`src/rtl/pai_pkg.sv`:
```
// Shared types and constants for the positional array insert/delete block.
// No dependencies; imported by every module of the block.
package pai_pkg;

   localparam int DEPTH   = 64;
   localparam int IDX_W   = $clog2(DEPTH);
   localparam int CNT_W   = $clog2(DEPTH + 1);
   localparam int DATA_W  = 32;
   localparam int FUNC_W  = 2;
   localparam int POS_W   = 7;
   localparam int STAT_W  = 2;
   localparam int EIDX_W  = 6;
   localparam int COUNT_W = 7;

   localparam logic [FUNC_W-1:0] FUNC_INSERT   = 2'd0;
   localparam logic [FUNC_W-1:0] FUNC_DELETE   = 2'd1;
   localparam logic [FUNC_W-1:0] FUNC_TRAVERSE = 2'd2;

   typedef enum logic [STAT_W-1:0] {
      STATUS_OK     = 2'd0,
      STATUS_FULL   = 2'd1,
      STATUS_BADPOS = 2'd2
   } status_type;

   typedef enum logic [1:0] {
      CELL_HOLD,
      CELL_INSERT,
      CELL_DELETE,
      CELL_ROTATE
   } cell_op_type;

   typedef struct packed {
      cell_op_type             op;
      logic [IDX_W-1:0]        pos;
      logic [IDX_W-1:0]        last_idx;
      logic signed [DATA_W-1:0] value;
   } cell_cmd_type;

endpackage

```
`src/rtl/pai_cell.sv`:
```
// One storage cell of the array chain: holds one entry, loads from a neighbor, the head cell or the request value.
// Depends on pai_pkg.
module pai_cell
   import pai_pkg::*;
(
   input  logic                     clock,
   input  logic [IDX_W-1:0]         cell_index,
   input  cell_cmd_type             cmd,
   input  logic signed [DATA_W-1:0] left_entry,
   input  logic signed [DATA_W-1:0] right_entry,
   input  logic signed [DATA_W-1:0] head_entry,
   output logic signed [DATA_W-1:0] entry_q
);

   logic signed [DATA_W-1:0] entry_ff;
   logic signed [DATA_W-1:0] entry_in;

   always_comb begin
      entry_in = entry_ff;
      unique case (cmd.op)
         CELL_INSERT: begin
            if (cell_index == cmd.pos) begin
               entry_in = cmd.value;
            end else if (cell_index > cmd.pos) begin
               entry_in = left_entry;
            end
         end
         CELL_DELETE: begin
            if (cell_index >= cmd.pos) begin
               entry_in = right_entry;
            end
         end
         CELL_ROTATE: begin
            if (cell_index < cmd.last_idx) begin
               entry_in = right_entry;
            end else if (cell_index == cmd.last_idx) begin
               entry_in = head_entry;
            end
         end
         CELL_HOLD: begin
            entry_in = entry_ff;
         end
      endcase
   end

   always_ff @(posedge clock) begin
      entry_ff <= entry_in;
   end

   assign entry_q = entry_ff;

endmodule

```
`config.mk`:
```
export PLATFORM = sky130hd
export DESIGN_NAME = pai_cell
export DESIGN_NICKNAME = d
export VERILOG_FILES = /design/src/rtl/pai_pkg.sv /design/src/rtl/pai_cell.sv
export SDC_FILE = /design/constraint.sdc
export NUM_CORES = 1
export LEC_CHECK = 0
export BUFFER_PORTS_ARGS = -buffer_cell sky130_fd_sc_hd__buf_2
export CAP_MARGIN = 20
export CORE_ASPECT_RATIO = 0.8
export CORE_UTILIZATION = 39
export DETAILED_ROUTE_END_ITERATION = 6
export PLACE_DENSITY = 0.81
export SETUP_SLACK_MARGIN = 0.15
export SLEW_MARGIN = 40
export SYNTH_ARGS = -nofsm -noshare
export SYNTH_HDL_FRONTEND = slang
export SYNTH_SLANG_ARGS = --single-unit
```
`constraint.sdc`:
```
create_clock -name clock -period 6.6 [get_ports clock]
set_input_delay 1.98 -clock clock [delete_from_list [all_inputs] [get_ports clock]]
set_output_delay 1.98 -clock clock [all_outputs]
set_load 0.05 [all_outputs]
```
# After elaboration in Yosys (flattened, before gate mapping)
# Index checks and enable logic that the tools add are counted.
dict set report totals {
  mem_bits_rw 0
  mem_bits_ro 0
  elab_cells 21
  output_inout_bits 32
  input_bits 149
  reg_bits 32
  mem_count 0
  latchBits 0
}
dict set report op_classes {
  n_bitwise 1
  reduce_logical 2
  shift 0
  mul 0
  order_cmp 3
  mux 6
  add_sub_neg 0
  div_mod_pow 0
  eq_ne 8
}
# operator n
set op_table {}
lappend op_table {{32-bit 2-to-1 mux} 5}
lappend op_table {{32-bit one-hot mux with 3 select lines} 1}
lappend op_table {{6-bit == test} 2}
lappend op_table {{6-bit greater-or-equal comparator} 1}
lappend op_table {{6-bit greater-than comparator} 1}
lappend op_table {{6-bit < comparator} 1}
lappend op_table {{3-bit inequality test, second input constant} 2}
lappend op_table {{2-bit == test, second input constant} 2}
lappend op_table {{4-bit AND reduction} 1}
lappend op_table {{2-bit by 1-bit == test with 1-bit output, second input constant} 1}
lappend op_table {{2-bit logical NOT} 1}
lappend op_table {{2-bit inequality test, second input constant} 1}
lappend op_table {{1-bit NOT} 1}

# Depth between registers and ports, before layout
# Gate-level depths: netlist (run 1).
dict set report logic_depth {
  depth_word 4
  depth_mapped 9
  mapped_depth_nobuf 7
}

# Worst setup path before layout (run 1)
# No wires, ideal clock.
dict set report synth_timing {
  kind {input -> register}
  startpoint {input cell_index[0]}
  endpoint {register entry_ff[0] (netlist: entry_q[0]) (enable)}
  path_slack_ns 1.151
  required_time_ns 6.134
  arrival_time_ns 4.983
  setup_ns 0.466
  path_stages 7
  path_cell_list {inv_1 > ha_1 > nand2b_1 > a21oi_1 > o21ai_0 > nand2_1 > o21ai_0}
}
dict set report synth_between {
  elab_chain_len 3
}
# element line_no
set synth_rtl {}
lappend synth_rtl {{start: declaration} pai_cell.sv:7} ;# input logic [IDX_W-1:0] cell_index,
lappend synth_rtl {{6-bit < comparator, or another cell as far along} pai_cell.sv:34} ;# if (cell_index < cmd.last_idx) begin
lappend synth_rtl {{3-bit inequality test (no source line) or 2-bit inequality test (tied branches)} n/a}
lappend synth_rtl {{4-bit AND reduction (no source line) *} n/a}
lappend synth_rtl {{end signal: assignment} pai_cell.sv:47} ;# entry_ff <= entry_in;
lappend synth_rtl {{end: declaration} pai_cell.sv:15} ;# logic signed [DATA_W-1:0] entry_ff;
# Mark *: on every way between the ends. The rest lies on a longest branch, timed or not.
# A chain may end at the register's enable or synchronous reset.

# Worst setup path in the final report (run 1)
dict set report layout_timing {
  startpoint {input cmd[37] (netlist name)}
  endpoint {register entry_ff[17] (netlist: entry_q[17]) (data pin)}
}
dict set report layout_between {
  elab_chain_len 3
}
# element line_no
set layout_rtl {}
lappend layout_rtl {{start: declaration} pai_cell.sv:8} ;# input cell_cmd_type cmd,
lappend layout_rtl {{6-bit < comparator} pai_cell.sv:34}
lappend layout_rtl {{32-bit 2-to-1 mux} pai_cell.sv:34}
lappend layout_rtl {{32-bit one-hot mux with 3 select lines} pai_cell.sv:20} ;# unique case (cmd.op)
lappend layout_rtl {{via entry_in[17]} pai_cell.sv:16} ;# logic signed [DATA_W-1:0] entry_in;
# The timed path passes the listed nets, and every way through them passes these cells.

==> flow_metrics.py, run 1 <==
metrics = {
    "flow_run": {
        "max_cap_violations": 0,
    },
    "logic_synthesis": {
        "count_of_unique_library_cells_instantiated_by_yosys": 27,
        "post_synth_most_frequent_cells": "67 x nand2_1, 36 x a21oi_1, 32 x edfxtp_1",
        "synth_sequential_area_ratio_pct": 43.8,
        "synth.top_cell.area_share_pct": 43.8,
        "yosys.area.top_type": "edfxtp_1",
        "ys_seq_elements": 32,
        "yosysWarnings": 0,
        "synth.top_cells.by_area": "edfxtp_1 44%, a221o_1 14%, nand2_1 11%",
        "dominant_register_cell_in_the_synthesized_netlist": "edfxtp_1",
        "ys_async_sr_fraction_pct": 0,
        "yosys.cell_count.top_type": "nand2_1",
        "syn-mean-instance-area_um2": 9.61,
        "net_count_of_the_mapped_netlist": 389,
        "post_synth_inst_count": 228,
        "post_synth_instance_area_um2": 2190,
        "synth_edf_count": 32,
    },
    "sta": {
        "finalSetupTns_ns": 0,
        "slew_at_the_pin_closest_to_its_max_slew_limit_ns": 0.722,
        "final.period_utilization_pct": 58.2,
        "fmax_mhz": 260,
        "rsz_0062_raised_after_global_routing": "no",
        "number_of_endpoints_failing_setup_at_the_final_stage": 0,
        "slew_viol_final": 0,
        "max-slew-margin-rel_pct": 51.8,
        "hold_violations": 0,
        "min_period_ns": 3.84,
    },
    "clock_tree": {
        "post_cts_buffers": 0,
        "ctsResizeCount": 0,
        "clock_path_buffers": 2,
        "clock_pin_transition_on_the_worst_setup_and_hold_timing_paths_ns": 0.06,
        "tritoncts_clock_tree": "built",
        "ctsHtreeMaxLevel": 2,
        "cts_sinks": 32,
        "clock_tree.root_cell": "clkbuf_8",
        "cts_hold_buffers": 0,
        "cts_made_buffers": 5,
    },
    "global_routing": {
        "global_route.usage.total_pct": 23.6,
        "first_global_vias": 2536,
        "pin_count_of_the_biggest_net_entering_global_routing": 38,
        "grt_antenna_before_repair": 0,
        "grt_first_pass_wirelength_um": 11000,
        "grt_remaining_overflow": 0,
    },
    "final_layout": {
        "finalCoreUtilization_pct": 59.2,
        "finalNetCount": 562,
        "insertedDiodeCount": 0,
        "largest_register_ff_count": 32,
        "area_delta_synth_final_pct": 46.7,
        "post-route-cell-area_um2": 3220,
        "share_of_post_route_cells_with_drive_strength_above_1_pct": 48.8,
        "fillers": 494,
    },
    "detailed_routing": {
        "drt-pass1-iter-count": 4,
        "route.antenna.remaining_nets": 0,
        "routed-via-count": 2449,
        "met3_length_um": 508,
        "length_of_routed_met2_wiring_um": 3400,
        "via_per_inst": 5.10,
        "top_signal_layer_used": "met4",
        "wirelength_um": 6610,
        "routedLengthMet1_um": 2620,
        "dr.first_iter.drc_count": 66,
        "drc": 0,
        "wire_per_inst_um": 13.8,
    },
    "worst_setup_path": {
        "timing.critical_path.to_type": "register",
        "criticalPathCategory": "input pin to register",
        "largest_driver_fanout_on_the_critical_path": 16,
        "crit_required_ns": 6.74,
        "critical_path.startpoint": "cmd[37]",
        "worstPathArrival_ns": 3.98,
        "setup.worst_path.start_class": "input pin",
    },
    "worst_hold_path": {
        "hold_path.class": "input pin to register",
        "timing.hold.worst.start": "head_entry[11]",
        "min_path_cells": 2,
        "min_to": "entry_q[11]",
    },
    "power_and_ir_drop": {
        "p_leak_nw": 1.60,
        "peakVddDrop_mv": 0.0988,
        "power_density_nw_per_um2": 227,
    },
    "placed_design": {
        "portBuffers": 180,
        "half_perimeter_wire_length_of_the_detailed_placement_result_um": 5120,
        "placedInstanceArea_um2": 3110,
        "gpl.final_weighted_congestion": 0.801,
    },
    "floorplan": {
        "placement_rows": 24,
        "die_w_um": 85.8,
        "start_util_pct": 40.3,
        "area_enclosed_by_the_die_boundary_um2": 5930,
        "boundaryPins": 181,
        "die_h_um": 69.1,
        "placeableCoreArea_um2": 5440,
    },
    "run_status": {
        "outcome": "finished, final reports clean",
    },
}
-- final cells by class --
type | count | area (um2) | share of cell area, %
inverters | 12 | 45.0 | 1.40
well taps | 78 | 97.6 | 3.03
flip-flops and latches | 32 | 961 | 29.9
repair buffers | 183 | 943 | 29.3
multi-input cells | 167 | 1060 | 33.1
clock buffers | 5 | 68.8 | 2.14
clock inverters | 3 | 37.5 | 1.17
-- how the worst max path moves through the flow --
stage / endpoint / slack, ns
after floorplan: entry_q[0] / 1.15
after global placement: entry_q[24] / 2.53
after detailed placement: entry_q[17] / 2.43
after CTS: entry_q[17] / 2.71
after global routing: entry_q[25] / 2.62
final: entry_q[17] / 2.76
-- cell usage in the layout (no fill, tap or decap) --
master     synthesis  routed
and2_4             1       1
edfxtp_1          32      32
buf_4              0       2
bufinv_16          0       1
buf_16             0       1
clkbuf_8           0       5
nor2b_1            1       1
a21oi_1           36      36
and4_1             1       1
nand2_1           67      67
o21ai_4            1       2
o21a_4             1       1
o21ai_1            1       1
or2_2              0       1
o21a_1             1       1
nand3_1            1       1
a221o_1           30      30
buf_2              4     180
nor2_2             1       2
ha_1              12      12
mux2i_1            2       2
o21ai_0            2       1
nand4_1            1       1
nand2b_1           1       1
and3_1             2       2
o211ai_1           2       2
inv_1             12      12
clkinv_1           0       2
a211o_1            1       1
-- metal layers --
layer,up-vias,global-route usage [%]
met5,-,0
met4,0,7.78
met3,10,4.79
met2,127,43.5
met1,1120,27.2
li1,1192,-
-- critical path: stages --
cell	delay, ns
buf_2	0.08
inv_1	0.04
ha_1	0.32
and4_1	0.25
o21a_4	0.16
o21ai_4	0.08
nor2_2	0.52
buf_4	0.34
a221o_1	0.20
-- through the flow --
step	std cells	setup slack, ns	power, mW	hold WS (ns)
final	480	2.76	0.732	2.00
after global routing	480	2.62	0.770	1.99
after CTS	480	2.71	0.741	1.99
after detailed placement	472	2.43	0.561	2.28
after global placement	471	2.53	0.550	2.28
after floorplan	228	1.15	0.471	2.19
-- where the power goes --
part	internal (mW)	switching (mW)
combinational	0.0893	0.192
sequential	0.266	0.00809
clock	0.110	0.0662
-- cell families (layout without fill, tap and decap cells) --
kind of cell | Yosys count | after routing | synth area share (%)
AOI/OAI and AO/OA | 75 | 75 | 25.5
adders and majority gates | 12 | 12 | 6.85
buffers and inverters | 29 | 203 | 8.28
DFF | 32 | 32 | 43.8
muxes | 2 | 2 | 0.913
and+or+nand+nor | 78 | 78 | 14.7
(Power assumes the default switching activity.)
==> run 2, diff against run 1 <==
- clock period: 6.6 -> 3.73 ns (I/O delays scaled with it)
==> flow_metrics.py, run 2 (synthesis gave the netlist of run 1 again) <==
metrics = {
    "worst_setup_path": {
        "setup.worst_path.start_class": "input pin",
        "largest_driver_fanout_on_the_critical_path": 20,
        "critical-path-max-stage-delay_ns": 0.38,
        "crit_family": "compound AO/OA/AOI/OAI gates",
        "buf_inv_stages_crit_path": 2,
        "worstPathArrival_ns": 2.92,
        "cell_by_cell_listing_of_the_critical_path": "buf_2 > ha_1 > and4_1 > o21a_4 > o21ai_4 > nor2_2 > buf_4 > a221o_1",
        "criticalPathCategory": "input pin to register",
        "crit_required_ns": 3.75,
        "slowest_stage": "a221o_1",
        "timing.critical_path.to_type": "register",
    },
    "sta": {
        "number_of_endpoints_failing_setup_at_the_final_stage": 0,
        "hold_violations": 0,
        "slew_at_the_pin_closest_to_its_max_slew_limit_ns": 0.671,
        "max-slew-margin-rel_pct": 55.3,
        "final.period_utilization_pct": 77.7,
        "min_period_ns": 2.90,
        "finalSetupTns_ns": 0,
        "slew_viol_final": 0,
        "fmax_mhz": 345,
        "rsz_0062_raised_after_global_routing": "no",
    },
    "clock_tree": {
        "clock_tree.root_cell": "clkbuf_8",
        "ctsHtreeMaxLevel": 2,
        "post_cts_buffers": 0,
        "cts_hold_buffers": 0,
        "clock_pin_transition_on_the_worst_setup_and_hold_timing_paths_ns": 0.06,
        "tritoncts_clock_tree": "built",
        "cts_made_buffers": 5,
        "ctsResizeCount": 0,
        "cts_sinks": 32,
        "clock_path_buffers": 2,
    },
    "detailed_routing": {
        "met3_length_um": 415,
        "top_signal_layer_used": "met4",
        "length_of_routed_met2_wiring_um": 3450,
        "route.antenna.remaining_nets": 0,
        "drt-pass1-iter-count": 6,
        "via_per_inst": 5.06,
        "drc": 0,
        "routed-via-count": 2433,
        "routedLengthMet1_um": 2830,
        "wire_per_inst_um": 14.0,
        "wirelength_um": 6760,
        "dr.first_iter.drc_count": 86,
    },
    "final_layout": {
        "area_delta_synth_final_pct": 46.1,
        "layout_common_cells": "180 x buf_2, 67 x nand2_1, 36 x a21oi_1, 32 x edfxtp_1, 30 x a221o_1",
        "share_of_post_route_cells_with_drive_strength_above_1_pct": 49.1,
        "largest_register_ff_count": 32,
        "mostFrequentLayoutCell": "buf_2",
        "finalNetCount": 564,
        "fillers": 501,
        "multi_input_comb_area_um2": 1060,
        "stdcell_count": 481,
        "seq_area_um2": 961,
        "insertedDiodeCount": 0,
    },
    "placed_design": {
        "gpl.final_weighted_congestion": 0.833,
        "inst_count_dp": 474,
        "half_perimeter_wire_length_of_the_detailed_placement_result_um": 5110,
        "portBuffers": 180,
    },
    "power_and_ir_drop": {
        "share_comb_of_total_power_pct": 40.8,
        "p_leak_nw": 1.60,
        "cellInternalPower_uw": 757,
        "sequentialPowerShare_pct": 39.5,
        "netSwitchingFraction_pct": 38.5,
        "sw_pwr_uw": 473,
        "share_clk_of_total_power_pct": 19.8,
        "peakVddDrop_mv": 0.128,
        "power_density_nw_per_um2": 384,
    },
    "floorplan": {
        "die_w_um": 85.8,
        "placement_rows": 24,
        "placeableCoreArea_um2": 5440,
        "area_enclosed_by_the_die_boundary_um2": 5930,
        "die_h_um": 69.1,
        "start_util_pct": 40.3,
        "boundaryPins": 181,
    },
    "worst_hold_path": {
        "hold_path.class": "input pin to register",
    },
    "global_routing": {
        "global_route.usage.total_pct": 23.5,
        "grt_antenna_before_repair": 0,
        "grt_first_pass_wirelength_um": 10900,
        "first_global_vias": 2367,
        "grt_remaining_overflow": 0,
        "pin_count_of_the_biggest_net_entering_global_routing": 33,
    },
    "run_status": {
        "outcome": "finished, final reports clean",
    },
    "flow_run": {
        "max_cap_violations": 0,
    },
}
## run 2: cell types whose count changed in the layout (fill, tap and decap cells not counted)
cell,previous run,this run
clkinv_1,2,0
clkbuf_1,0,1
bufinv_16,1,0
clkinv_2,0,1
buf_4,2,4
## run 2: layer usage
metal	track usage (%)	vias up
li1	-	1195
met1	27.3	1113
met2	43.7	118
met3	4.67	7
met4	5.93	0
met5	0	-
## run 2: area by class of cell
type	count	share of cell area [%]
Multi-Input combinational cell	167	33.2
Sequential cell	32	30.0
Timing Repair Buffer	185	29.9
Tap cell	78	3.05
Clock buffer	6	2.27
Inverter	12	1.41
Clock inverter	1	0.156
## run 2: per-stage QoR
| stage | total power [mW] | instance area (um2) | util, % | hold WS (ns) | worst slack [ns] |
|---|---|---|---|---|---|
| 2_1_floorplan | 0.831 | 2200 | - | 1.33 | 0.600 |
| 3_3_place_gp | 0.975 | 3100 | 57.0 | 1.42 | 0.536 |
| 6_report | 1.23 | 3200 | 58.9 | 1.14 | 0.833 |
| 3_5_place_dp | 0.993 | 3130 | 57.5 | 1.42 | 0.546 |
| 5_1_grt | 1.29 | 3200 | 58.9 | 1.14 | 0.741 |
| 4_1_cts | 1.24 | 3200 | 58.9 | 1.13 | 0.828 |
## run 2: final timing paths
kind	startpoint	end	slack [ns]	depth (start not counted)
setup / recovery	cell_index[5]	entry_q[27]	0.83	8
hold / removal	head_entry[24]	entry_q[24]	1.14	2
## run 2: power groups by stage
stage / clock network (mW) / logic [mW] / registers [mW]
floorplan: 0 / 0.125 / 0.707
global placement: 0 / 0.484 / 0.490
detailed placement: 0 / 0.501 / 0.493
CTS: 0.252 / 0.502 / 0.486
global route: 0.261 / 0.535 / 0.491
finish: 0.243 / 0.501 / 0.485
==> run 3, diff against run 2 <==
- clock period: 3.73 -> 2.9 ns (I/O delays scaled with it)
==> flow_metrics.py, run 3 (synthesis gave the netlist of run 1 again) <==
metrics = {
    "sta": {
        "slew_at_the_pin_closest_to_its_max_slew_limit_ns": 0.374,
        "number_of_endpoints_failing_setup_at_the_final_stage": 0,
        "final.period_utilization_pct": 90.1,
        "post-route-worst-setup-slack_ns": 0.287,
        "slew_viol_final": 0,
        "fmax_mhz": 383,
        "max-slew-margin-rel_pct": 75.1,
        "rsz_0062_raised_after_global_routing": "no",
        "min_period_ns": 2.61,
        "hold_violations": 0,
    },
    "final_layout": {
        "largest_register_ff_count": 32,
        "area_delta_synth_final_pct": 49.0,
        "fillers": 497,
        "insertedDiodeCount": 0,
        "finalNetCount": 574,
        "share_of_post_route_cells_with_drive_strength_above_1_pct": 50.1,
        "layout_common_cells": "180 x buf_2, 67 x nand2_1, 36 x a21oi_1, 32 x edfxtp_1, 30 x a221o_1",
        "mostFrequentLayoutCell": "buf_2",
    },
    "clock_tree": {
        "ctsHtreeMaxLevel": 2,
        "cts_sinks": 32,
        "clock_path_buffers": 2,
        "clock_tree.root_cell": "clkbuf_8",
        "tritoncts_clock_tree": "built",
        "cts_made_buffers": 5,
        "clock_pin_transition_on_the_worst_setup_and_hold_timing_paths_ns": 0.07,
    },
    "worst_setup_path": {
        "crit_family": "compound AO/OA/AOI/OAI gates",
        "crit_required_ns": 2.91,
        "cell_by_cell_listing_of_the_critical_path": "buf_2 > buf_4 > ha_1 > and4_1 > o21a_4 > o21ai_4 > nor2_2 > buf_4 > a221o_1",
        "largest_driver_fanout_on_the_critical_path": 15,
        "worstPathArrival_ns": 2.63,
        "timing.critical_path.mode_cell": "buf_4",
        "criticalPathCategory": "input pin to register",
        "timing.critical_path.to_type": "register",
        "buf_inv_stages_crit_path": 3,
        "setup.worst_path.start_class": "input pin",
        "critical-path-max-stage-delay_ns": 0.39,
        "slowest_stage": "a221o_1",
    },
    "power_and_ir_drop": {
        "peakVddDrop_mv": 0.220,
        "design_power_total_mw": 1.59,
        "cellInternalPower_uw": 978,
        "sequentialPowerShare_pct": 39.3,
        "share_clk_of_total_power_pct": 19.9,
        "share_comb_of_total_power_pct": 40.8,
        "sw_pwr_uw": 616,
        "power_density_nw_per_um2": 488,
        "p_leak_nw": 1.64,
        "netSwitchingFraction_pct": 38.6,
    },
    "global_routing": {
        "grt_antenna_before_repair": 0,
        "first_global_vias": 2469,
        "pin_count_of_the_biggest_net_entering_global_routing": 31,
        "global_route.usage.total_pct": 24.2,
        "grt_first_pass_wirelength_um": 11200,
        "grt_remaining_overflow": 0,
    },
    "detailed_routing": {
        "routed-via-count": 2459,
        "dr.first_iter.drc_count": 96,
        "route.antenna.remaining_nets": 0,
        "via_per_inst": 5.01,
        "drt-pass1-iter-count": 4,
        "drc": 0,
        "wire_per_inst_um": 14.1,
        "wirelength_um": 6940,
    },
    "placed_design": {
        "gpl.final_weighted_congestion": 0.746,
        "post-place-ws_ns": -0.0779,
        "portBuffers": 180,
        "half_perimeter_wire_length_of_the_detailed_placement_result_um": 5470,
    },
    "floorplan": {
        "placeableCoreArea_um2": 5440,
        "die_w_um": 85.8,
        "start_util_pct": 40.3,
        "die_h_um": 69.1,
        "boundaryPins": 181,
        "area_enclosed_by_the_die_boundary_um2": 5930,
        "placement_rows": 24,
    },
    "worst_hold_path": {
        "hold_path.class": "input pin to register",
    },
    "flow_run": {
        "max_cap_violations": 0,
    },
    "run_status": {
        "outcome": "finished, final reports clean",
    },
}
==> run 3: changes by cell type in the layout (fill, tap and decap cells not counted), sizes merged <==
| cell | delta |
|---|---|
| buf | +10 |
==> run 3: worst paths after layout <==
check | endpoint | start | slack [ns] | cells past startpoint
min | entry_q[19] | head_entry[19] | 0.89 | 2
max | entry_q[30] | cell_index[5] | 0.29 | 9
==> run 3: final cells by class <==
cell class	count	area, um2	share of cell area (%)
Clock buffer	6	72.6	2.22
Inverter	12	45.0	1.38
Multi-Input combinational cell	167	1060	32.6
Tap cell	78	97.6	2.99
Timing Repair Buffer	195	1020	31.3
Clock inverter	1	5.00	0.153
Sequential cell	32	961	29.4
==> run 3: through the flow <==
| stage | instance area [um2] | util (%) | TNS [ns] | std cells | hold WS (ns) |
|---|---|---|---|---|---|
| CTS | 3250 | 59.8 | 0 | 489 | 0.881 |
| detailed placement | 3170 | 58.4 | -1.24 | 482 | 1.17 |
| global route | 3270 | 60.1 | 0 | 491 | 0.886 |
| finish | 3270 | 60.1 | 0 | 491 | 0.890 |
| global placement | 3160 | 58.1 | -0.523 | 481 | 1.17 |
| floorplan | 2200 | - | 0 | 228 | 1.08 |
==> run 3: routing by layer <==
metal	track usage (%)	vias to the layer above	wire length [um]
li1	-	1216	-
met1	27.4	1119	2770
met2	46.0	120	3650
met3	5.03	4	481
met4	5.37	0	44
met5	0	-	0
==> run 3: power by group through the flow <==
stage,sequential (mW),combinational (mW),clock [mW]
after floorplan,0.908,0.162,0
after global placement,0.633,0.629,0
after detailed placement,0.638,0.647,0
after CTS,0.629,0.648,0.326
after global routing,0.634,0.692,0.344
final,0.627,0.650,0.317
==> run 3: repair_timing <==
item | 4_1_cts | 5_1_grt
resized for setup | 0 | 0
setup buffers | 0 | 2
setup endpoints to repair | 0 | 16
hold buffers | 0 | 0
