`src/rtl/pai_pkg.sv`:
```
// Shared types and constants for the positional array insert/delete block.
// No dependencies; imported by every module of the block.
package pai_pkg;

   localparam int DEPTH   = 64;
   localparam int IDX_W   = $clog2(DEPTH);
   localparam int CNT_W   = $clog2(DEPTH + 1);
   localparam int DATA_W  = 32;
   localparam int FUNC_W  = 2;
   localparam int POS_W   = 7;
   localparam int STAT_W  = 2;
   localparam int EIDX_W  = 6;
   localparam int COUNT_W = 7;

   localparam logic [FUNC_W-1:0] FUNC_INSERT   = 2'd0;
   localparam logic [FUNC_W-1:0] FUNC_DELETE   = 2'd1;
   localparam logic [FUNC_W-1:0] FUNC_TRAVERSE = 2'd2;

   typedef enum logic [STAT_W-1:0] {
      STATUS_OK     = 2'd0,
      STATUS_FULL   = 2'd1,
      STATUS_BADPOS = 2'd2
   } status_type;

   typedef enum logic [1:0] {
      CELL_HOLD,
      CELL_INSERT,
      CELL_DELETE,
      CELL_ROTATE
   } cell_op_type;

   typedef struct packed {
      cell_op_type             op;
      logic [IDX_W-1:0]        pos;
      logic [IDX_W-1:0]        last_idx;
      logic signed [DATA_W-1:0] value;
   } cell_cmd_type;

endpackage

```
`src/rtl/pai_ctrl.sv`:
```
// Control for the array chain: operation decode, length, traverse sequencing
// and the response register. Depends on pai_pkg.
module pai_ctrl
   import pai_pkg::*;
(
   input  logic                      clock,
   input  logic                      reset,
   input  logic                      req_valid,
   output logic                      req_ready,
   input  logic [FUNC_W-1:0]         req_func,
   input  logic [POS_W-1:0]          req_position,
   input  logic signed [DATA_W-1:0]  req_value,
   input  logic signed [DATA_W-1:0]  head_entry,
   output cell_cmd_type              cmd,
   output logic                      rsp_valid,
   input  logic                      rsp_ready,
   output logic [STAT_W-1:0]         rsp_status,
   output logic signed [DATA_W-1:0]  rsp_entry,
   output logic [EIDX_W-1:0]         rsp_entry_index,
   output logic [COUNT_W-1:0]        rsp_count,
   output logic                      rsp_last
);

   typedef enum logic {
      ST_IDLE,
      ST_TRAV
   } state_type;

   state_type                state_ff, state_in;
   logic [CNT_W-1:0]         count_ff, count_in;
   logic [IDX_W-1:0]         trav_ff, trav_in;
   logic                     rsp_valid_ff, rsp_valid_in;
   status_type               status_ff, status_in;
   logic signed [DATA_W-1:0] entry_ff, entry_in;
   logic [IDX_W-1:0]         eidx_ff, eidx_in;
   logic                     last_ff, last_in;

   logic             slot_free;
   logic             accept;
   logic             emit;
   logic [POS_W-1:0] count_pos;
   logic             trav_last;

   assign slot_free = !rsp_valid_ff || rsp_ready;
   assign req_ready = (state_ff == ST_IDLE) && slot_free;
   assign accept    = req_valid && req_ready;
   assign count_pos = POS_W'(count_ff);
   assign trav_last = (CNT_W'(trav_ff) + CNT_W'(1)) == count_ff;

   always_comb begin
      state_in     = state_ff;
      count_in     = count_ff;
      trav_in      = trav_ff;
      status_in    = status_ff;
      entry_in     = entry_ff;
      eidx_in      = eidx_ff;
      last_in      = last_ff;
      emit         = 1'b0;
      cmd.op       = CELL_HOLD;
      cmd.pos      = IDX_W'(req_position);
      cmd.last_idx = IDX_W'(count_ff - CNT_W'(1));
      cmd.value    = req_value;

      unique case (state_ff)
         ST_IDLE: begin
            if (accept) begin
               entry_in = '0;
               eidx_in  = '0;
               last_in  = 1'b1;
               unique case (req_func)
                  FUNC_INSERT: begin
                     emit = 1'b1;
                     if (count_ff == CNT_W'(DEPTH)) begin
                        status_in = STATUS_FULL;
                     end else if (req_position > count_pos) begin
                        status_in = STATUS_BADPOS;
                     end else begin
                        status_in = STATUS_OK;
                        cmd.op    = CELL_INSERT;
                        count_in  = count_ff + CNT_W'(1);
                     end
                  end
                  FUNC_DELETE: begin
                     emit = 1'b1;
                     if (req_position >= count_pos) begin
                        status_in = STATUS_BADPOS;
                     end else begin
                        status_in = STATUS_OK;
                        cmd.op    = CELL_DELETE;
                        count_in  = count_ff - CNT_W'(1);
                     end
                  end
                  FUNC_TRAVERSE: begin
                     if (count_ff != '0) begin
                        state_in = ST_TRAV;
                        trav_in  = '0;
                     end
                  end
                  default: begin
                  end
               endcase
            end
         end
         ST_TRAV: begin
            if (slot_free) begin
               emit      = 1'b1;
               cmd.op    = CELL_ROTATE;
               status_in = STATUS_OK;
               entry_in  = head_entry;
               eidx_in   = trav_ff;
               last_in   = trav_last;
               trav_in   = trav_ff + IDX_W'(1);
               if (trav_last) begin
                  state_in = ST_IDLE;
               end
            end
         end
      endcase

      if (emit) begin
         rsp_valid_in = 1'b1;
      end else if (rsp_ready) begin
         rsp_valid_in = 1'b0;
      end else begin
         rsp_valid_in = rsp_valid_ff;
      end
   end

   always_ff @(posedge clock) begin
      if (reset) begin
         state_ff     <= ST_IDLE;
         count_ff     <= '0;
         trav_ff      <= '0;
         rsp_valid_ff <= 1'b0;
      end else begin
         state_ff     <= state_in;
         count_ff     <= count_in;
         trav_ff      <= trav_in;
         rsp_valid_ff <= rsp_valid_in;
      end
      status_ff <= status_in;
      entry_ff  <= entry_in;
      eidx_ff   <= eidx_in;
      last_ff   <= last_in;
   end

   assign rsp_valid       = rsp_valid_ff;
   assign rsp_status      = status_ff;
   assign rsp_entry       = entry_ff;
   assign rsp_entry_index = EIDX_W'(eidx_ff);
   assign rsp_count       = COUNT_W'(count_ff);
   assign rsp_last        = last_ff;

endmodule

```
`config.mk`:
```
export PLATFORM = sky130hd
export DESIGN_NAME = pai_ctrl
export DESIGN_NICKNAME = d
export VERILOG_FILES = /design/src/rtl/pai_pkg.sv /design/src/rtl/pai_ctrl.sv
export SDC_FILE = /design/constraint.sdc
export NUM_CORES = 1
export LEC_CHECK = 0
export ABC_CLOCK_PERIOD_IN_PS = 4800
export BUFFER_PORTS_ARGS = -buffer_cell sky130_fd_sc_hd__buf_2
export CORE_AREA = 2 2 108 110
export DETAILED_ROUTE_END_ITERATION = 10
export DIE_AREA = 0 0 110 112
export PLACE_DENSITY = 0.56
export SLEW_MARGIN = 40
export SYNTH_ARGS = -nofsm -noshare
export SYNTH_HDL_FRONTEND = slang
export SYNTH_SLANG_ARGS = --single-unit
export TNS_END_PERCENT = 1
```
`constraint.sdc`:
```
create_clock -name clock -period 4.8 [get_ports clock]
set_input_delay 0.48 -clock clock [delete_from_list [all_inputs] [get_ports clock]]
set_output_delay 0.48 -clock clock [all_outputs]
set_load 0.02 [all_outputs]
```
# After elaboration in Yosys (flattened, before gate mapping)
# Index checks and enable logic that the tools add are counted.
[op_classes]
bitwise_logic = 1
eq_ne = 12
n_addsub = 4
n_reduce_logical = 13
n_lt_le_gt_ge = 2
n_mux = 44
[ops]
columns = ["cell", "count"]
rows = [
  ["$mux 32", 2],
  ["$pmux 32 s2", 1],
  ["$mux 6", 6],
  ["$pmux 6 s2", 2],
  ["$mux 7", 3],
  ["$mux 2", 8],
  ["$pmux 2 s2", 4],
  ["$mux 1", 14],
  ["$pmux 7 s2", 1],
  ["$ne 2x2->1 const B", 4],
  ["$add 6x1->7 const B", 1],
  ["$add 7x1->7 const B", 1],
  ["$eq 7x7->1", 1],
  ["$eq 7x7->1 const B", 1],
  ["$ge 7x7->1", 1],
  ["$gt 7x7->1", 1],
  ["$reduce_bool 7->1", 1],
  ["$sub 7x1->7 const B", 1],
  ["$add 6x1->6 const B", 1],
  ["$ne 2x1->1 const B", 3],
  ["$pmux 1 s2", 3],
  ["$reduce_and 6->1", 1],
  ["$reduce_and 4->1", 1],
  ["$reduce_bool 2->1", 2],
  ["11 further kinds", 12],
]
[totals]
out_inout_bits = 96
register_bits = 56

# Longest topological paths before layout
# Gate-level depths: netlist of run 1.
[logic_depth]
word_depth = 7
mapped_depth = 8
depth_no_buf = 7

# Worst setup path before layout of run 1
# OpenSTA, ideal clock, no wires.
[synth_timing]
path_kind = "reg2reg"
start = "register state_ff"
end = "register entry_ff[0], in the netlist rsp_entry[0] (enable)"
arrival_time_ps = 2361
required_time_ps = 4365
stages_incl_launch_ff = 5
setup_ps = 435
path_buffers = 2
setup_slack_ps = 2004
cell_sequence = "dfxtp_1 -> buf_6 -> clkbuf_1 -> nor2_1 -> nor2_1"
[synth_via]
elab_chain_cells = 5
elab_cells_between_ends = 6
[synth_rtl]
columns = ["item", "line", "text"]
rows = [
  ["start: declaration", "pai_ctrl.sv:29", "state_type state_ff, state_in;"],
  ["start signal: assignment", "pai_ctrl.sv:136", "state_ff <= state_in;"],
  ["$not 1->1 (no line)", "-", ""],
  ["$logic_and 1x1->1", "pai_ctrl.sv:45", "assign req_ready = (state_ff == ST_IDLE) && slot_free;"],
  ["$logic_and 1x1->1", "pai_ctrl.sv:46", "assign accept = req_valid && req_ready;"],
  ["$ne 2x2->1 (no line)", "-", ""],
  ["$reduce_and 2->1 (no line) (*)", "-", ""],
  ["end signal: assignment", "pai_ctrl.sv:142", "entry_ff <= entry_in;"],
  ["end: declaration", "pai_ctrl.sv:34", "logic signed [DATA_W-1:0] entry_ff, entry_in;"],
]
# Mark *: on every way between the ends. The rest lies on a longest branch, timed or not.
# A chain may end at the register's enable or synchronous reset.

==> results.py, run 1 <==
metrics = {
    "synthesis": {
        "synth-adder-area-share": 0.0417,
        "synth_edf_count": 41,
        "synth_xor_xnor_area_share": 0.0413,
        "synthDistinctLibCells": 55,
        "synth_ff_type": "edfxtp_1",
        "synthCells": 323,
        "synth.mux.area_fraction": 0.0106,
        "synth_top_area_share": 0.373,
        "seq_area_frac_synth": 0.464,
        "ys_ff_latch": 56,
        "yosys.area_share.simple": 0.217,
        "yosys-top-cells-area": "edfxtp_1 (37%), dfxtp_1 (9.1%), buf_4 (8.6%)",
        "synthesis.nets": 411,
        "synth_top_family_by_area": "simple AND/OR/NAND/NOR gates",
        "synth-compound-area-share": 0.0996,
        "syn_area_per_cell_um2": 10.2,
        "ys_async_sr_fraction": 0,
        "yosys.area.top_type": "edfxtp_1",
        "syn-cell-area_mm2": 0.00330,
        "yosysWarnings": 0,
    },
    "critical_path": {
        "startpoint_type": "flop",
        "rrSetupSlack_ns": 2.12,
        "worst-setup-path-type": "flop to output port",
        "required_ns": 4.32,
        "cp.arrival_ns": 2.82,
        "crit_fanout": 13,
        "endpoint_kind": "output port",
    },
    "clock_network": {
        "cts_resized": 0,
        "root_buffer": "clkbuf_16",
        "tritoncts": "done",
        "post_cts_buffers": 0,
        "clkSinkCount": 56,
        "max-clock-path-buffers": 2,
        "clock_latency_ns": 0.29,
        "cts.clk_slew.worst_paths_ns": 0.07,
        "cts_buffers": 5,
        "ctsHoldBuffers": 0,
        "h-tree-depth": 2,
    },
    "pwr": {
        "leakage_uw": 0.00162,
        "ir_drop_mv": 0.148,
        "power_uw": 1400,
        "power_density_mw_per_mm2": 363,
    },
    "final_layout": {
        "num_antenna_cells": 0,
        "multi_input_area_mm2": 0.00136,
        "fill_cells": 1144,
        "seq_area_mm2": 0.00153,
        "area_growth_syn_to_layout_pct": 16.7,
        "nNetsFinal": 473,
        "stdcell_area_mm2": 0.00386,
        "drive_above_1_share": 0.342,
    },
    "global_routing": {
        "first_global_vias": 2502,
        "grt_max_degree": 51,
        "track_usage": 0.125,
        "grt.overflow.total": 0,
        "antenna_found_initial": 0,
        "grt_pass1_wl_mm": 12.1,
    },
    "sta": {
        "fmax_ghz": 0.303,
        "hold_slack_ns": 0.466,
        "finalSetupViolCount": 0,
        "setup_tns_ns": 0,
        "maxSlewViolCount": 0,
        "timing.final.ws_setup_ns": 1.50,
        "post-route-period-util": 0.687,
        "finalClockSkew_ns": 0.00312,
        "tightest_slew_ns": 0.750,
        "final_hold_viol_count": 0,
        "fin_crit_ns": 3.30,
        "grt_setup_unrepaired": "false",
        "relSlewSlack": 0.495,
    },
    "flow_run": {
        "max-cap-violations": 0,
    },
    "route": {
        "drt_iter0_markers": 153,
        "detail-route-antenna-nets": 0,
        "num_vias": 2547,
        "drc": 0,
        "wl_per_cell_um": 14.6,
        "finalWirelength_mm": 7.73,
        "firstDrtPassIters": 5,
        "via_per_inst": 4.81,
    },
    "floorplanning": {
        "fp.dieH_um": 112,
        "rows": 39,
        "die-area_mm2": 0.0123,
        "io_pins": 173,
        "coreArea_mm2": 0.0112,
        "start_util": 0.296,
        "die_w_um": 110,
    },
    "place": {
        "gp_congestion": 0.833,
        "dp_hpwl_mm": 5.83,
        "pre_cts_ws_ns": 1.87,
        "dpl_cell_area_mm2": 0.00371,
        "io_buffers": 108,
    },
    "status": {
        "outcome": "finished clean",
    },
    "hold_path": {
        "hold_class": "input port to flop",
    },
}
## through the flow
step	cells	utilization
floorplan	323	-
global placement	519	0.327
detailed placement	521	0.332
CTS	529	0.345
global route	529	0.345
finish	529	0.345
## cell usage after synthesis, drive strengths merged, types with 2 or more instances
cell type and n:
a21o 2, nand4 7, o211ai 5, clkbuf 12, a32oi 3, nand2b 4
inv 10, a22oi 4, and3 2, o21ai 9, edfxtp 41, ha 11
a211oi 6, nor3 9, nand3 12, xor2 4, a21oi 11, dfxtp 15
nor2 23, nor4 2, mux2i 2, nor2b 3, xnor2 9, nand2 16
and2 39, nor3b 2, buf 44
## worst max-delay path: stages (launching register included)
cell      delay, ns
dfxtp_1        0.61
inv_1          0.18
ha_1           0.36
a21oi_1        0.16
a21boi_0       0.18
o21ai_0        0.64
nand2_1        0.13
nand2_1        0.11
buf_2          0.16
## cells in the final DEF (no fill, tap or decap), drive strengths merged, types with 2 or more instances in the layout
cell | synthesis | final
buf | 44 | 111
edfxtp | 41 | 41
and2 | 39 | 39
nor2 | 23 | 23
nand2 | 16 | 16
dfxtp | 15 | 15
nand3 | 12 | 12
a21oi | 11 | 11
ha | 11 | 11
inv | 10 | 10
xnor2 | 9 | 9
nor3 | 9 | 9
o21ai | 9 | 9
nand4 | 7 | 7
a211oi | 6 | 6
o211ai | 5 | 5
clkbuf | 12 | 5
xor2 | 4 | 4
nand2b | 4 | 4
a22oi | 4 | 4
a32oi | 3 | 3
nor2b | 3 | 3
mux2i | 2 | 2
a21o | 2 | 2
clkinvlp | 0 | 2
nor3b | 2 | 2
and3 | 2 | 2
nor4 | 2 | 2
## cells by family (layout without fill, tap and decap cells)
group,count (synthesis),after routing
buffers and inverters,66,129
adder cells (fa/ha/maj),11,11
flip-flops,56,56
AND/OR/NAND/NOR,125,125
XOR/XNOR,14,14
multiplexers,3,3
AO/OA/AOI/OAI,48,48
## sequential cells by signal (all words and copies together), names as in the netlist
| register | cells |
|---|---|
| state_ff | 1 |
| rsp_last | 1 |
| rsp_entry_index | 6 |
| rsp_entry | 32 |
| rsp_valid | 1 |
| trav_ff | 6 |
| rsp_count | 7 |
| rsp_status | 2 |
## power by group
group	total (uW)	internal (uW)	switching (uW)	leakage, uW
registers	614	575	39.5	0.000538
clock network	361	192	169	0.0000635
logic	425	158	267	0.00101
total	1400	925	476	0.00162
## metal layers
metal | part of all wire | up-vias | GRT usage
met1 | 0.43 | 1168 | 0.150
met5 | 0 | - | 0
li1 | - | 1223 | -
met3 | 0.11 | 18 | 0.0416
met4 | 0.014 | 0 | 0.0405
met2 | 0.44 | 138 | 0.207
## final timing paths
kind / from / end / depth (start not counted)
min: head_entry[28] / rsp_entry[28]$_SDFFCE_PN0P_ / 2
max reg2reg: rsp_count[2]$_SDFFE_PP0P_ / rsp_count[2]$_SDFFE_PP0P_ / 7
max: rsp_count[2]$_SDFFE_PP0P_ / cmd[44] / 8
min reg2reg: trav_ff[1]$_SDFFE_PP0P_ / trav_ff[1]$_SDFFE_PP0P_ / 2
## area by class of cell
cell class              instances  share of cell area
flip-flops and latches         56               0.397
repair buffers                111               0.156
inverters                      10             0.00973
clock buffers                   5              0.0324
clock inverters                 3             0.00487
multi-input cells             201               0.353
well taps                     143              0.0464
Note: power is estimated with default switching activity, not from simulation.
==> inputs of run 2 (changes only) <==
--- a/config.mk
+++ b/config.mk
@@ -5,12 +5,12 @@
 export SDC_FILE = /design/constraint.sdc
 export NUM_CORES = 1
 export LEC_CHECK = 0
-export ABC_CLOCK_PERIOD_IN_PS = 4800
+export ABC_CLOCK_PERIOD_IN_PS = 2900
 export BUFFER_PORTS_ARGS = -buffer_cell sky130_fd_sc_hd__buf_2
 export CORE_AREA = 2 2 108 110
 export DETAILED_ROUTE_END_ITERATION = 10
 export DIE_AREA = 0 0 110 112
-export PLACE_DENSITY = 0.56
+export PLACE_DENSITY = 0.58
 export SLEW_MARGIN = 40
 export SYNTH_ARGS = -nofsm -noshare
 export SYNTH_HDL_FRONTEND = slang
==> constraint.sdc (replaced) <==
create_clock -name clock -period 2.9 [get_ports clock]
set_input_delay 0.29 -clock clock [delete_from_list [all_inputs] [get_ports clock]]
set_output_delay 0.29 -clock clock [all_outputs]
set_load 0.02 [all_outputs]
==> results.py, run 2 (same netlist as run 1, synthesis figures left out) <==
metrics = {
    "status": {
        "outcome": "finished clean",
    },
    "floorplanning": {
        "fp.dieH_um": 112,
        "start_util": 0.296,
        "coreArea_mm2": 0.0112,
        "io_pins": 173,
        "die_w_um": 110,
        "die-area_mm2": 0.0123,
        "rows": 39,
    },
    "global_routing": {
        "track_usage": 0.129,
        "grt_pass1_wl_mm": 12.3,
        "first_global_vias": 2388,
        "grt.overflow.total": 0,
        "antenna_found_initial": 0,
        "grt_max_degree": 34,
    },
    "clock_network": {
        "root_buffer": "clkbuf_16",
        "post_cts_buffers": 0,
        "clkSinkCount": 56,
        "clock_latency_ns": 0.29,
        "h-tree-depth": 2,
        "cts_buffers": 5,
        "tritoncts": "done",
        "max-clock-path-buffers": 2,
        "cts.clk_slew.worst_paths_ns": 0.07,
    },
    "place": {
        "io_buffers": 108,
        "gp_congestion": 0.815,
        "dp_hpwl_mm": 6.26,
        "dpl_cell_area_mm2": 0.00371,
    },
    "pwr": {
        "ir_drop_mv": 0.228,
        "power_density_mw_per_mm2": 601,
        "leakage_uw": 0.00163,
    },
    "critical_path": {
        "r2r_end": "rsp_count[0]$_SDFFE_PP0P_",
        "crit_fanout": 10,
        "endpoint_kind": "output port",
        "required_ns": 2.61,
        "cp-startpoint": "rsp_count[3]$_SDFFE_PP0P_",
        "r2r_cells": 7,
        "worst-setup-path-type": "flop to output port",
        "cp.arrival_ns": 2.40,
        "reg2reg_from": "rsp_count[3]$_SDFFE_PP0P_",
        "endpoint": "cmd[44]",
        "rrSetupSlack_ns": 0.38,
        "startpoint_type": "flop",
    },
    "route": {
        "wl_per_cell_um": 15.1,
        "firstDrtPassIters": 4,
        "num_vias": 2530,
        "detail-route-antenna-nets": 0,
        "via_per_inst": 4.74,
        "drc": 0,
        "finalWirelength_mm": 8.07,
        "drt_iter0_markers": 142,
    },
    "sta": {
        "tightest_slew_ns": 0.717,
        "finalClockSkew_ns": 0.00718,
        "finalSetupViolCount": 0,
        "fmax_ghz": 0.371,
        "fin_crit_ns": 2.69,
        "post-route-period-util": 0.929,
        "grt_setup_unrepaired": "false",
        "final_hold_viol_count": 0,
        "maxSlewViolCount": 0,
        "relSlewSlack": 0.517,
        "setup_tns_ns": 0,
    },
    "final_layout": {
        "stdcell_area_mm2": 0.00385,
        "mostFrequentLayoutCells": "buf_2 (108), edfxtp_1 (41), and2_1 (38)",
        "final_common_cell": "buf_2",
        "area_growth_syn_to_layout_pct": 16.7,
        "largest_reg_flops": 32,
        "nNetsFinal": 478,
        "num_antenna_cells": 0,
        "drive_above_1_share": 0.350,
    },
    "flow_run": {
        "max-cap-violations": 0,
    },
    "hold_path": {
        "hold_class": "input port to flop",
    },
}
-- run 2: changes by cell type in the layout (fill, tap and decap cells not counted), sizes merged --
| cell | change |
|---|---|
| buf | +5 |
| clkbuf | +1 |
| clkinvlp | -1 |
-- run 2: cell type report --
class,instances,area [um^2]
fillers,1144,7320
repair buffers,116,601
well taps,143,179
clock inverters,2,16.3
multi-input cells,201,1360
flip-flops and latches,56,1530
clock buffers,6,129
inverters,10,37.5
-- run 2: critical path, stage by stage, from the launching register on --
cell and delay, ns:
dfxtp_1 0.53, inv_1 0.18, ha_1 0.30, and4_2 0.22, a21boi_1 0.31, o21ai_1 0.22
nand2_1 0.12, nand2_1 0.06, buf_2 0.16
-- run 2: timing repair --
item | CTS | global route
pin swaps | 0 | 0
endpoints found under the setup margin | 1 | 1
resized for setup | 1 | 1
hold buffers | 0 | 0
-- run 2: worst min path at each step --
stage / startpoint / end / slack, ns / cells past startpoint
after floorplan: trav_ff[1]$_SDFFE_PP0P_ / trav_ff[1]$_SDFFE_PP0P_ / 0.46 / 2
after global placement: trav_ff[1]$_SDFFE_PP0P_ / trav_ff[1]$_SDFFE_PP0P_ / 0.48 / 2
after detailed placement: trav_ff[1]$_SDFFE_PP0P_ / trav_ff[1]$_SDFFE_PP0P_ / 0.48 / 2
after CTS: head_entry[28] / rsp_entry[28]$_SDFFCE_PN0P_ / 0.27 / 2
after global routing: head_entry[30] / rsp_entry[30]$_SDFFCE_PN0P_ / 0.27 / 2
final: head_entry[2] / rsp_entry[2]$_SDFFCE_PN0P_ / 0.28 / 2
-- run 2: metrics by stage --
| step | utilization | power (uW) | instances | worst slack (ns) | hold WS, ns |
|---|---|---|---|---|---|
| finish | 0.345 | 2320 | 534 | 0.205 | 0.279 |
| global route | 0.345 | 2460 | 534 | 0.0245 | 0.269 |
| CTS | 0.345 | 2360 | 534 | 0.0610 | 0.270 |
| detailed placement | 0.332 | 1750 | 526 | 0.288 | 0.480 |
| global placement | 0.332 | 1750 | 526 | 0.414 | 0.481 |
| floorplan | - | 1570 | 323 | 0.104 | 0.458 |
-- run 2: power breakdown --
group / total (uW) / internal (uW) / switching [uW]
sequential: 997 / 952 / 45.6
clock: 595 / 323 / 273
combinational: 724 / 261 / 463
-- run 2: layer usage --
layer	vias to the layer above	part of all wire	track usage	wire, um
met5	-	0	0	0
met4	0	0.036	0.0726	288
met3	30	0.098	0.0316	787
met2	117	0.45	0.199	3610
met1	1150	0.42	0.163	3390
li1	1233	-	-	-
==> inputs of run 3 (changes only) <==
--- a/config.mk
+++ b/config.mk
@@ -10,7 +10,7 @@
 export CORE_AREA = 2 2 108 110
 export DETAILED_ROUTE_END_ITERATION = 10
 export DIE_AREA = 0 0 110 112
-export PLACE_DENSITY = 0.58
+export PLACE_DENSITY = 0.55
 export SLEW_MARGIN = 40
 export SYNTH_ARGS = -nofsm -noshare
 export SYNTH_HDL_FRONTEND = slang
==> results.py, run 3 (same netlist as run 1, synthesis figures left out) <==
metrics = {
    "route": {
        "drc": 0,
        "num_vias": 2522,
        "finalWirelength_mm": 7.74,
        "detail-route-antenna-nets": 0,
        "drt_iter0_markers": 126,
        "wl_per_cell_um": 14.5,
        "firstDrtPassIters": 4,
        "via_per_inst": 4.73,
    },
    "floorplanning": {
        "fp.dieH_um": 112,
        "die-area_mm2": 0.0123,
        "coreArea_mm2": 0.0112,
        "rows": 39,
        "io_pins": 173,
        "start_util": 0.296,
        "die_w_um": 110,
    },
    "global_routing": {
        "grt.overflow.total": 0,
        "antenna_found_initial": 0,
        "first_global_vias": 2428,
        "grt_max_degree": 51,
        "track_usage": 0.124,
        "grt_pass1_wl_mm": 12.0,
    },
    "sta": {
        "setup_tns_ns": 0,
        "relSlewSlack": 0.513,
        "tightest_slew_ns": 0.723,
        "fmax_ghz": 0.374,
        "post-route-period-util": 0.922,
        "finalSetupViolCount": 0,
        "finalClockSkew_ns": 0.00656,
        "hold_slack_ns": 0.276,
        "fin_crit_ns": 2.67,
        "maxSlewViolCount": 0,
        "final_hold_viol_count": 0,
        "grt_setup_unrepaired": "false",
    },
    "final_layout": {
        "num_antenna_cells": 0,
        "drive_above_1_share": 0.351,
        "multi_input_area_mm2": 0.00136,
        "area_growth_syn_to_layout_pct": 16.7,
        "final_common_cell": "buf_2",
        "layout.cells.non_filler": 533,
        "largest_reg_flops": 32,
        "nNetsFinal": 477,
        "fill_cells": 1129,
        "mostFrequentLayoutCells": "buf_2 (108), edfxtp_1 (41), and2_1 (38)",
        "seq_area_mm2": 0.00153,
    },
    "critical_path": {
        "crit_fanout": 9,
        "cp-startpoint": "rsp_count[4]$_SDFFE_PP0P_",
        "path_common_cell": "nand2_1",
        "startpoint_type": "flop",
        "rrSetupSlack_ns": 0.45,
        "r2r_end": "rsp_count[0]$_SDFFE_PP0P_",
        "endpoint": "cmd[44]",
        "crit_chain": "inv_1 -> ha_1 -> and4_2 -> a21boi_1 -> o21ai_1 -> nand2_1 -> nand2_1 -> buf_2",
        "cp.arrival_ns": 2.38,
        "cp_slowest_stage_delay_ns": 0.54,
        "critPathSlowestCell": "dfxtp_1",
        "endpoint_kind": "output port",
        "cp.depth": 8,
        "critPathTopFamily": "flip-flops",
        "r2r_cells": 7,
        "cp_num_buf_inv": 2,
        "reg2reg_from": "rsp_count[4]$_SDFFE_PP0P_",
        "required_ns": 2.61,
        "worst-setup-path-type": "flop to output port",
    },
    "clock_network": {
        "cts.clk_slew.worst_paths_ns": 0.08,
        "root_buffer": "clkbuf_16",
        "cts_buffers": 5,
        "post_cts_buffers": 0,
        "tritoncts": "done",
        "max-clock-path-buffers": 2,
        "clkSinkCount": 56,
        "clock_latency_ns": 0.29,
        "ctsHoldBuffers": 0,
        "h-tree-depth": 2,
    },
    "place": {
        "dp_hpwl_mm": 5.78,
        "gp_congestion": 0.814,
        "io_buffers": 108,
        "place_inst": 525,
    },
    "status": {
        "outcome": "finished clean",
    },
    "flow_run": {
        "max-cap-violations": 0,
    },
    "hold_path": {
        "hold_class": "input port to flop",
    },
    "pwr": {
        "power_density_mw_per_mm2": 606,
        "power_uw": 2340,
        "leakage_uw": 0.00163,
        "ir_drop_mv": 0.292,
    },
}
run 3: changes by cell type in the layout (fill, tap and decap cells not counted), sizes merged:
cell,before,now
buf,116,115
inv,10,11
clkbuf,6,5
run 3: worst min path at each step:
stage	startpoint	to	slack, ns	cells after the start
6_report	head_entry[27]	rsp_entry[27]$_SDFFCE_PN0P_	0.28	2
5_1_grt	head_entry[27]	rsp_entry[27]$_SDFFCE_PN0P_	0.27	2
4_1_cts	head_entry[3]	rsp_entry[3]$_SDFFCE_PN0P_	0.27	2
3_5_place_dp	trav_ff[1]$_SDFFE_PP0P_	trav_ff[1]$_SDFFE_PP0P_	0.49	2
3_3_place_gp	trav_ff[1]$_SDFFE_PP0P_	trav_ff[1]$_SDFFE_PP0P_	0.48	2
2_1_floorplan	trav_ff[1]$_SDFFE_PP0P_	trav_ff[1]$_SDFFE_PP0P_	0.46	2
run 3: per-layer routing:
| layer | up-vias | global-route usage | share of wire |
|---|---|---|---|
| met5 | - | 0 | 0 |
| met4 | 0 | 0.0523 | 0.032 |
| met3 | 34 | 0.0269 | 0.084 |
| met2 | 101 | 0.200 | 0.45 |
| met1 | 1156 | 0.157 | 0.43 |
| li1 | 1231 | - | - |
run 3: power breakdown:
group | switching (uW) | internal (uW)
sequential | 45.5 | 952
combinational | 456 | 256
clock | 300 | 329
run 3: cell type report:
type / count / area share
timing repair buffer: 115 / 0.154
clock inverter: 3 / 0.00714
inverter: 10 / 0.00974
sequential: 56 / 0.397
multi-input combinational: 201 / 0.353
tap: 143 / 0.0464
clock buffer: 5 / 0.0325
run 3: metrics by stage:
stage / util / instance area (um^2) / setup WS, ns
finish: 0.345 / 3850 / 0.226
global route: 0.345 / 3850 / 0.0424
CTS: 0.345 / 3850 / 0.0491
detailed placement: 0.331 / 3700 / 0.324
global placement: 0.331 / 3700 / 0.416
floorplan: - / 3300 / 0.104
run 3: what timing repair did:
| action | 4_1_cts | 5_1_grt |
|---|---|---|
| endpoints found under the setup margin | 1 | 1 |
| pin swaps | 0 | 0 |
| resized for setup | 1 | 1 |
| endpoints found under the hold margin | 0 | 0 |
